==> src/hw/rtl/stereo_ducker_mixer_assert.svh <==
// -----------------------------------------------------------------------------
// stereo_ducker_mixer_assert.svh
// Assertion macros shared by the ducker/mixer RTL.
// -----------------------------------------------------------------------------
`ifndef STEREO_DUCKER_MIXER_ASSERT_SVH
`define STEREO_DUCKER_MIXER_ASSERT_SVH

// Same-cycle implication, checked on every rising clk outside reset.
`define SDM_ASSERT_IMP(lbl, ante, cons, msg) \
  lbl: assert property (@(posedge clk) disable iff (rst) (ante) |-> (cons)) else $error(msg);

// Next-cycle implication.
`define SDM_ASSERT_NXT(lbl, ante, cons, msg) \
  lbl: assert property (@(posedge clk) disable iff (rst) (ante) |=> (cons)) else $error(msg);

`endif

==> src/hw/rtl/sdm_pkg.sv <==
// -----------------------------------------------------------------------------
// sdm_pkg
// Types and constants for the stereo ducker/mixer.
// -----------------------------------------------------------------------------
package sdm_pkg;

  // digit-serial multiplier: 18-bit signed multiplicand, 16-bit unsigned
  // multiplier consumed one 4-bit digit per cycle
  localparam int unsigned MCAND_W   = 18;
  localparam int unsigned MPLIER_W  = 16;
  localparam int unsigned DIGIT_W   = 4;
  localparam int unsigned MUL_STEPS = MPLIER_W / DIGIT_W;
  localparam int unsigned STEP_W    = $clog2(MUL_STEPS);
  localparam int unsigned HI_W      = MCAND_W + DIGIT_W;
  localparam int unsigned PROD_W    = MCAND_W + MPLIER_W;

  localparam logic [15:0] ONE_Q15 = 16'h8000;

  // configuration register indexes
  localparam logic [1:0] REG_ATTACK  = 2'd0;
  localparam logic [1:0] REG_RELEASE = 2'd1;
  localparam logic [1:0] REG_DUCK    = 2'd2;
  localparam logic [1:0] REG_WET     = 2'd3;

  localparam logic [15:0] ATTACK_RST  = 16'd136;
  localparam logic [15:0] RELEASE_RST = 16'd14;
  localparam logic [15:0] DUCK_RST    = 16'd0;
  localparam logic [15:0] WET_RST     = 16'd16384;

  typedef enum logic [3:0] {
    ST_IDLE,
    ST_ENV_GO,
    ST_ENV_WAIT,
    ST_SCL_GO,
    ST_SCL_WAIT,
    ST_DUCK_GO,
    ST_DUCK_WAIT,
    ST_MIX_GO,
    ST_MIX_WAIT,
    ST_PUSH
  } state_t;

  typedef struct packed {
    logic                       start;
    logic signed [MCAND_W-1:0]  mcand;
    logic        [MPLIER_W-1:0] mplier;
  } mul_req_t;

  typedef struct packed {
    logic                      done;
    logic signed [PROD_W-1:0]  prod;
  } mul_rsp_t;

endpackage

==> src/hw/rtl/sdm_mul.sv <==
// -----------------------------------------------------------------------------
// sdm_mul
// Digit-serial multiplier: signed multiplicand times unsigned multiplier,
// one 4-bit multiplier digit per cycle, product shifts out to the right.
// -----------------------------------------------------------------------------
`include "stereo_ducker_mixer_assert.svh"

module sdm_mul import sdm_pkg::*; (
  input  logic     clk,
  input  logic     rst,
  input  mul_req_t req,
  output mul_rsp_t rsp
);

  logic                       busy;
  logic                       done;
  logic [STEP_W-1:0]          cnt;
  logic signed [MCAND_W-1:0]  mcand;
  logic signed [HI_W-1:0]     acc_hi;
  logic        [MPLIER_W-1:0] acc_lo;

  logic signed [HI_W:0]       pp;
  logic signed [HI_W-1:0]     sum;
  logic signed [HI_W-1:0]     sum_sh;

  always_comb begin
    pp     = mcand * $signed({1'b0, acc_lo[DIGIT_W-1:0]});
    sum    = acc_hi + $signed(pp[HI_W-1:0]);
    sum_sh = sum >>> DIGIT_W;
  end

  always_ff @(posedge clk) begin
    if (rst) begin
      busy <= 1'b0;
      done <= 1'b0;
      cnt  <= '0;
    end else begin
      done <= busy && (cnt == STEP_W'(MUL_STEPS - 1));
      if (req.start) begin
        busy <= 1'b1;
        cnt  <= '0;
      end else if (busy) begin
        cnt <= cnt + 1'b1;
        if (cnt == STEP_W'(MUL_STEPS - 1)) begin
          busy <= 1'b0;
        end
      end
    end
  end

  always_ff @(posedge clk) begin
    if (req.start) begin
      mcand  <= req.mcand;
      acc_hi <= '0;
      acc_lo <= req.mplier;
    end else if (busy) begin
      acc_hi <= sum_sh;
      acc_lo <= {sum[DIGIT_W-1:0], acc_lo[MPLIER_W-1:DIGIT_W]};
    end
  end

  assign rsp.done = done;
  assign rsp.prod = {acc_hi[MCAND_W-1:0], acc_lo};

  `SDM_ASSERT_IMP(a_no_restart, req.start, !busy, "multiplier restarted while busy")

endmodule

==> src/hw/rtl/stereo_ducker_mixer.sv <==
// -----------------------------------------------------------------------------
// stereo_ducker_mixer
// Envelope-driven ducking of a wet stereo pair and dry/wet mix, built on two
// digit-serial multiplier lanes (left and right).
// -----------------------------------------------------------------------------
// Each item takes four multiply passes (envelope, scale, duck, mix) in the
//   4-bit-digit multipliers with ducking on, and only the mix pass with
//   duck_scale at zero (envelope held, wet passed unscaled). The input side
//   takes a new item only after the last result is pushed to the output register.
// The output register frees the input side while a result waits.
// Reset (rst, synchronous): registers back to defaults, envelope cleared.
// -----------------------------------------------------------------------------
`include "stereo_ducker_mixer_assert.svh"

module stereo_ducker_mixer import sdm_pkg::*; (
  input  logic        clk,
  input  logic        rst,
  // config write port
  input  logic        cfg_we,
  input  logic [1:0]  cfg_index,
  input  logic [15:0] cfg_data,
  // input item
  input  logic        s_axis_tvalid,
  output logic        s_axis_tready,
  input  logic [63:0] s_axis_tdata,  // dry_left, dry_right, wet_left, wet_right
  input  logic        s_axis_tuser,  // stereo
  // result item
  output logic        m_axis_tvalid,
  input  logic        m_axis_tready,
  output logic [31:0] m_axis_tdata   // out_left, out_right
);

  state_t state, state_next;

  logic [15:0] attack_coeff, release_coeff, duck_scale, wet_amount;
  logic [15:0] env;

  logic signed [15:0] dry_l, dry_r, wet_l, wet_r;
  logic signed [15:0] res_l, res_r;
  logic [15:0]        peak;
  logic               up;
  logic [15:0]        red;
  logic               out_valid;
  logic [31:0]        out_data;

  mul_req_t req_l, req_r;
  mul_rsp_t rsp_l, rsp_r;

  logic        in_acc;
  logic        up_c;
  logic [15:0] diff_c;
  logic [15:0] w_eff;
  logic [15:0] step_c;
  logic [15:0] red_c;
  logic [29:0] rdiff;
  logic signed [15:0] in_dl, in_dr;
  logic [15:0] mag_l, mag_r;
  logic signed [16:0] duck_l, duck_r;
  logic signed [18:0] mix_l, mix_r;
  logic        push;

  function automatic logic signed [15:0] sat16(input logic signed [18:0] v);
    logic signed [15:0] r;
    if (v > 19'sd32767) begin
      r = 16'sh7fff;
    end else if (v < -19'sd32768) begin
      r = 16'sh8000;
    end else begin
      r = v[15:0];
    end
    return r;
  endfunction

  assign s_axis_tready = (state == ST_IDLE);
  assign in_acc        = s_axis_tvalid && s_axis_tready;
  assign m_axis_tvalid = out_valid;
  assign m_axis_tdata  = out_data;
  assign push          = (state == ST_PUSH) && (!out_valid || m_axis_tready);

  // input magnitudes; right channel reads as zero in mono
  assign in_dl = s_axis_tdata[15:0];
  assign in_dr = s_axis_tuser ? s_axis_tdata[31:16] : 16'sd0;
  assign mag_l = in_dl[15] ? 16'(~in_dl + 16'sd1) : in_dl;
  assign mag_r = in_dr[15] ? 16'(~in_dr + 16'sd1) : in_dr;

  always_comb begin
    up_c   = peak > env;
    diff_c = up_c ? (peak - env) : (env - peak);
    w_eff  = (wet_amount > ONE_Q15) ? ONE_Q15 : wet_amount;
    // rounded envelope step, >> 16
    step_c = rsp_l.prod[31:16] + 16'(rsp_l.prod[15]);
    // 1 - env*duck_scale, rounded to Q1.15, floored at zero
    rdiff  = 30'h2000_2000 - rsp_l.prod[29:0];
    red_c  = (rsp_l.prod[33:29] == '0) ? rdiff[29:14] : 16'd0;
    duck_l = rsp_l.prod[31:15] + 17'(rsp_l.prod[14]);
    duck_r = rsp_r.prod[31:15] + 17'(rsp_r.prod[14]);
    // dry + (wet - dry) * w, rounded
    mix_l  = 19'(dry_l) + rsp_l.prod[33:15] + 19'(rsp_l.prod[14]);
    mix_r  = 19'(dry_r) + rsp_r.prod[33:15] + 19'(rsp_r.prod[14]);
  end

  always_ff @(posedge clk) begin
    if (rst) begin
      state <= ST_IDLE;
    end else begin
      state <= state_next;
    end
  end

  always_comb begin
    state_next = state;
    req_l      = '0;
    req_r      = '0;
    unique case (state)
      ST_IDLE: begin
        if (in_acc) begin
          state_next = (duck_scale != 16'd0) ? ST_ENV_GO : ST_MIX_GO;
        end
      end
      ST_ENV_GO: begin
        req_l.start  = 1'b1;
        req_l.mcand  = MCAND_W'(diff_c);
        req_l.mplier = up_c ? attack_coeff : release_coeff;
        state_next   = ST_ENV_WAIT;
      end
      ST_ENV_WAIT: begin
        if (rsp_l.done) begin
          state_next = ST_SCL_GO;
        end
      end
      ST_SCL_GO: begin
        req_l.start  = 1'b1;
        req_l.mcand  = MCAND_W'(env);
        req_l.mplier = duck_scale;
        state_next   = ST_SCL_WAIT;
      end
      ST_SCL_WAIT: begin
        if (rsp_l.done) begin
          state_next = ST_DUCK_GO;
        end
      end
      ST_DUCK_GO: begin
        req_l.start  = 1'b1;
        req_l.mcand  = MCAND_W'(wet_l);
        req_l.mplier = red;
        req_r.start  = 1'b1;
        req_r.mcand  = MCAND_W'(wet_r);
        req_r.mplier = red;
        state_next   = ST_DUCK_WAIT;
      end
      ST_DUCK_WAIT: begin
        if (rsp_l.done) begin
          state_next = ST_MIX_GO;
        end
      end
      ST_MIX_GO: begin
        req_l.start  = 1'b1;
        req_l.mcand  = MCAND_W'(wet_l) - MCAND_W'(dry_l);
        req_l.mplier = w_eff;
        req_r.start  = 1'b1;
        req_r.mcand  = MCAND_W'(wet_r) - MCAND_W'(dry_r);
        req_r.mplier = w_eff;
        state_next   = ST_MIX_WAIT;
      end
      ST_MIX_WAIT: begin
        if (rsp_l.done) begin
          state_next = ST_PUSH;
        end
      end
      ST_PUSH: begin
        if (push) begin
          state_next = ST_IDLE;
        end
      end
      default: state_next = ST_IDLE;
    endcase
  end

  // config registers and envelope
  always_ff @(posedge clk) begin
    if (rst) begin
      attack_coeff  <= ATTACK_RST;
      release_coeff <= RELEASE_RST;
      duck_scale    <= DUCK_RST;
      wet_amount    <= WET_RST;
      env           <= '0;
    end else begin
      if (cfg_we) begin
        unique case (cfg_index)
          REG_ATTACK:  attack_coeff  <= cfg_data;
          REG_RELEASE: release_coeff <= cfg_data;
          REG_DUCK:    duck_scale    <= cfg_data;
          REG_WET:     wet_amount    <= cfg_data;
          default:     ;
        endcase
      end
      if (state == ST_ENV_WAIT && rsp_l.done) begin
        env <= up ? (env + step_c) : (env - step_c);
      end
    end
  end

  // item datapath
  always_ff @(posedge clk) begin
    if (in_acc) begin
      dry_l <= in_dl;
      dry_r <= in_dr;
      wet_l <= s_axis_tdata[47:32];
      wet_r <= s_axis_tuser ? s_axis_tdata[63:48] : 16'sd0;
      peak  <= (mag_r > mag_l) ? mag_r : mag_l;
    end
    if (state == ST_ENV_GO) begin
      up <= up_c;
    end
    if (state == ST_SCL_WAIT && rsp_l.done) begin
      red <= red_c;
    end
    if (state == ST_DUCK_WAIT && rsp_l.done) begin
      wet_l <= duck_l[15:0];
      wet_r <= duck_r[15:0];
    end
    if (state == ST_MIX_WAIT && rsp_l.done) begin
      res_l <= sat16(mix_l);
      res_r <= sat16(mix_r);
    end
    if (push) begin
      out_data <= {res_r, res_l};
    end
  end

  always_ff @(posedge clk) begin
    if (rst) begin
      out_valid <= 1'b0;
    end else if (push) begin
      out_valid <= 1'b1;
    end else if (m_axis_tready) begin
      out_valid <= 1'b0;
    end
  end

  sdm_mul u_mul_l (
    .clk (clk),
    .rst (rst),
    .req (req_l),
    .rsp (rsp_l)
  );

  sdm_mul u_mul_r (
    .clk (clk),
    .rst (rst),
    .req (req_r),
    .rsp (rsp_r)
  );

  `SDM_ASSERT_IMP(a_env_range, 1'b1, env <= ONE_Q15, "envelope above unity")
  `SDM_ASSERT_IMP(a_done_in_wait, rsp_l.done || rsp_r.done, state == ST_ENV_WAIT || state == ST_SCL_WAIT || state == ST_DUCK_WAIT || state == ST_MIX_WAIT, "multiplier result outside a wait state")
  `SDM_ASSERT_IMP(a_lanes_lockstep, rsp_r.done, rsp_l.done, "right lane out of step")
  `SDM_ASSERT_NXT(a_accept_busy, in_acc, state != ST_IDLE, "accepted item left no work")

endmodule

==> config.mk <==
export PLATFORM = sky130hd
export DESIGN_NAME = stereo_ducker_mixer
export DESIGN_NICKNAME = d
export VERILOG_FILES = /design/src/hw/rtl/sdm_pkg.sv /design/src/hw/rtl/sdm_mul.sv /design/src/hw/rtl/stereo_ducker_mixer.sv
export VERILOG_INCLUDE_DIRS = /design/src /design/src/hw/rtl
export SDC_FILE = /design/constraint.sdc
export NUM_CORES = 1
export LEC_CHECK = 0
export ABC_AREA = 1
export ABC_CLOCK_PERIOD_IN_PS = 8670
export BUFFER_PORTS_ARGS = -buffer_cell sky130_fd_sc_hd__buf_2
export CAP_MARGIN = 20
export CELL_PAD_IN_SITES_DETAIL_PLACEMENT = 1
export CELL_PAD_IN_SITES_GLOBAL_PLACEMENT = 1
export CORE_ASPECT_RATIO = 1.75
export CORE_MARGIN = 2
export CORE_UTILIZATION = 51
export CTS_CLUSTER_DIAMETER = 120
export DETAILED_ROUTE_END_ITERATION = 8
export PLACE_DENSITY = 0.9
export RECOVER_POWER = 50
export SLEW_MARGIN = 20
export SYNTH_ARGS = -nofsm -noshare
export SYNTH_HDL_FRONTEND = slang
export SYNTH_SLANG_ARGS = --single-unit
==> constraint.sdc <==
create_clock -name clk -period 8.67 [get_ports clk]
set_input_delay 0.867 -clock clk [delete_from_list [all_inputs] [get_ports clk]]
set_output_delay 0.867 -clock clk [all_outputs]
set_load 0.02 [all_outputs]
==> results by group <==
Outcome
  – Status: finished, violations left
  – Failing checks: max-capacitance violations, max-slew violations

Routing
  – Avg Vias per Cell: 5.90
  – Routed vias: 26,320
  – Iteration-0 DRC count of the detailed router: 1,590
  – DR WL/cell: between 20 and 25 um
  – Pre-Repair DR Iteration Count: 5
  – Final antenna-violating net count: 0
  – Final wirelength: 100 mm
  – Number of remaining DRC errors: 0

CTS
  – Post-CTS Setup Bufs: 0
  – Worst skew pair latency: 0.57 ns
  – Max H-tree Level: 2
  – Post-cts sizing count: 0
  – TritonCTS clock tree: done
  – Hold-fix buffers at CTS: 0
  – CTS Root Cell: clkbuf_16
  – Sink Count: approximately 360
  – CTS max path bufs: 3
  – Clk slew on worst S/H paths: 0.07 ns
  – Cts bufs inserted: 36

Yosys
  – Synth area leader: edfxtp_1
  – Post-synth design cell area: 28,500 um2
  – Syn Inst Count: about 3,700
  – Synth cell types: 65
  – Synth Register Bits: 355
  – Post-Syn Nets: 4,093
  – Ranking of synthesized cells by area: edfxtp_1, nand2_1, ha_1, dfxtp_1, inv_1
  – Top_reg_cell synth: edfxtp_1
  – Mean post-synth cell area: between 7 and 8 um2
  – Post-synth EDFFs: approximately 230
  – Ys async rst share: 0%
  – Synthesis Warnings: 0
  – Yosys top cell area share: 23.9%
  – Sequential area share after synthesis: 32.9%

Critical path
  – Crit end category: flop
  – Reg2reg path depth: 19
  – WP data required: 8.97 ns
  – R2R setup slack: ~3.7 ns
  – CP Launch Type: input port
  – Crit Path Class: in2reg
  – Arr. time, crit path: 5.52 ns
  – CP Capture Point: peak[7]
  – Setup crit start: s_axis_tuser
  – Worst R2R Start: u_mul_l.acc_lo[0]
  – Max FO, Critical Path: 32
  – FF-to-FF End: u_mul_l.acc_hi[10]

Floorplanning
  – Die area: 57,800 um2
  – Core area: 55,200 um2
  – Row count: 114
  – Initial core utilization: 51.6%
  – IO Pins: 122
  – Chip width: 183 um
  – Die Ht: 317 um

Global routing
  – Largest net degree at the start of global routing: 76
  – GRT overflow: 0
  – Tot GR Track Use: 34.7%
  – First-pass GRT wire length: 154 mm
  – Initial antenna violation count: 1
  – Vias in the first global route: 28,400

Final layout
  – # fillers: ~7,000
  – Seq. cell area: 9380 um2
  – Antenna Cells: 0
  – Share of cells above drive strength 1: 5.84%
  – Cell area after layout: 30,800 um2
  – Area grow syn2layout: 8.03%
  – Multi-input logic area: 16,100 um2
  – Fin nets: 4,168

Place
  – Detail Placement HPWL: 78.2 mm
  – Gpl congestion: 0.963
  – Number of buffers added on ports: 121
  – Area after DPL: 29,600 um2

Timing
  – Setup Skew: 0.0184 ns
  – Setup Total Neg Slack: 0 ns
  – RSZ-0062 raised after global routing: false
  – Fin. Hold Viols: 0
  – Slew @ Worst Pin: around 3.2 ns
  – Final Critical Period: 5.22 ns
  – Max Slew Vio Count: 330
  – Final period util: roughly 60%
  – # setup viols final: 0
  – Max Clk Rate: 191 MHz
  – Relative slew slack: -116%

Min path
  – Hold path depth: 0
  – Hold path startpoint: res_r[3]
  – Hold/Removal Path Class: reg2reg

Flow run
  – Maxcap violations: 9
## layout by cell type (no fill, tap or decap), drive strengths merged, types with 41 or more instances in the layout
master / instances
edfxtp: 227
o21ai: 303
xnor2: 48
nand3: 139
a21oi: 265
buf: 82
nand2: 812
nor2: 252
fa: 113
nand4: 59
inv: 675
ha: 227
xor2: 94
dfxtp: 128
nor3: 41
clkbuf: 104
## worst min path at each step
| stage | endpoint |
|---|---|
| after global routing | m_axis_tdata[18] |
| after floorplan | m_axis_tdata[0] |
| after global placement | m_axis_tdata[20] |
| after CTS | m_axis_tdata[19] |
| final | m_axis_tdata[19] |
| after detailed placement | m_axis_tdata[24] |
## registers in the layout, indices dropped and copies added, names as in the netlist, 17 cells and up
signal and count:
u_mul_r.acc_hi 18, u_mul_l.acc_hi 18, u_mul_l.mcand 17, m_axis_tdata 32, u_mul_r.mcand 17
## worst max-delay path: stages
cell and delay (ns):
clkbuf_1 1.13, nand2_1 0.35, ha_1 0.33, nand3_1 0.11, nor2_1 0.08, nand3_1 0.07
nand2_1 0.08, nand2_1 0.09, o21ai_1 0.11, o21ai_0 0.12, xor2_1 0.20, inv_2 0.06
ha_1 0.28, nand2_1 0.06, inv_1 0.07, nand3_1 0.10, a31oi_1 0.05, a31oi_1 0.15
nand4_1 0.12, nand2_1 0.18, clkinv_1 0.55, nand2_1 0.23, o21ai_0 0.11
## layout make-up
| cell class | count | area share [%] |
|---|---|---|
| Tap cell | 696 | 2.83 |
| Multi-Input combinational cell | 2529 | 52.3 |
| Inverter | 677 | 8.26 |
| Clock inverter | 21 | 0.878 |
| Clock buffer | 45 | 3.17 |
| Timing Repair Buffer | 141 | 2.14 |
| Sequential cell | 355 | 30.5 |
## cell usage after synthesis (all sizes together) (13+ instances only)
cell    count
fa        113
nand2     812
clkbuf     74
nor4       16
a31oi      13
or2        14
edfxtp    227
nor2      252
nor3       41
ha        227
o211ai     21
buf        30
inv       673
a21oi     265
nand4      59
nand3     139
xnor2      48
o21ai     303
xor2       94
dfxtp     128
## cell families after synthesis
group,Yosys count,share of synthesized area [%]
adders and majority gates,340,17.9
DFF,355,32.9
AOI/OAI and AO/OA,697,13.6
and+or+nand+nor,1349,20.4
muxes,1,0.0351
buffers and inverters,781,10.7
xor gates and xnor gates,142,4.44
## per-layer routing
| layer | GRT usage (%) | vias up | share of wire [%] |
|---|---|---|---|
| met1 | 32.8 | 12826 | 33 |
| met5 | 0 | - | 0.011 |
| li1 | - | 12091 | - |
| met4 | 31.7 | 2 | 11 |
| met2 | 64.9 | 915 | 52 |
| met3 | 4.33 | 486 | 4.3 |
## stage by stage
step	worst slack [ns]	utilization, %	instances	hold WS (ns)
after floorplan	4.49	-	3665	0.400
after global placement	3.88	53.7	4397	0.402
after detailed placement	3.68	53.7	4397	0.406
after CTS	3.78	56.0	4463	0.421
after global routing	2.96	55.8	4464	0.426
final	3.45	55.8	4464	0.419
Power is not shown: default switching activity piles up to over one toggle a cycle in this logic, so the estimate is an artifact.
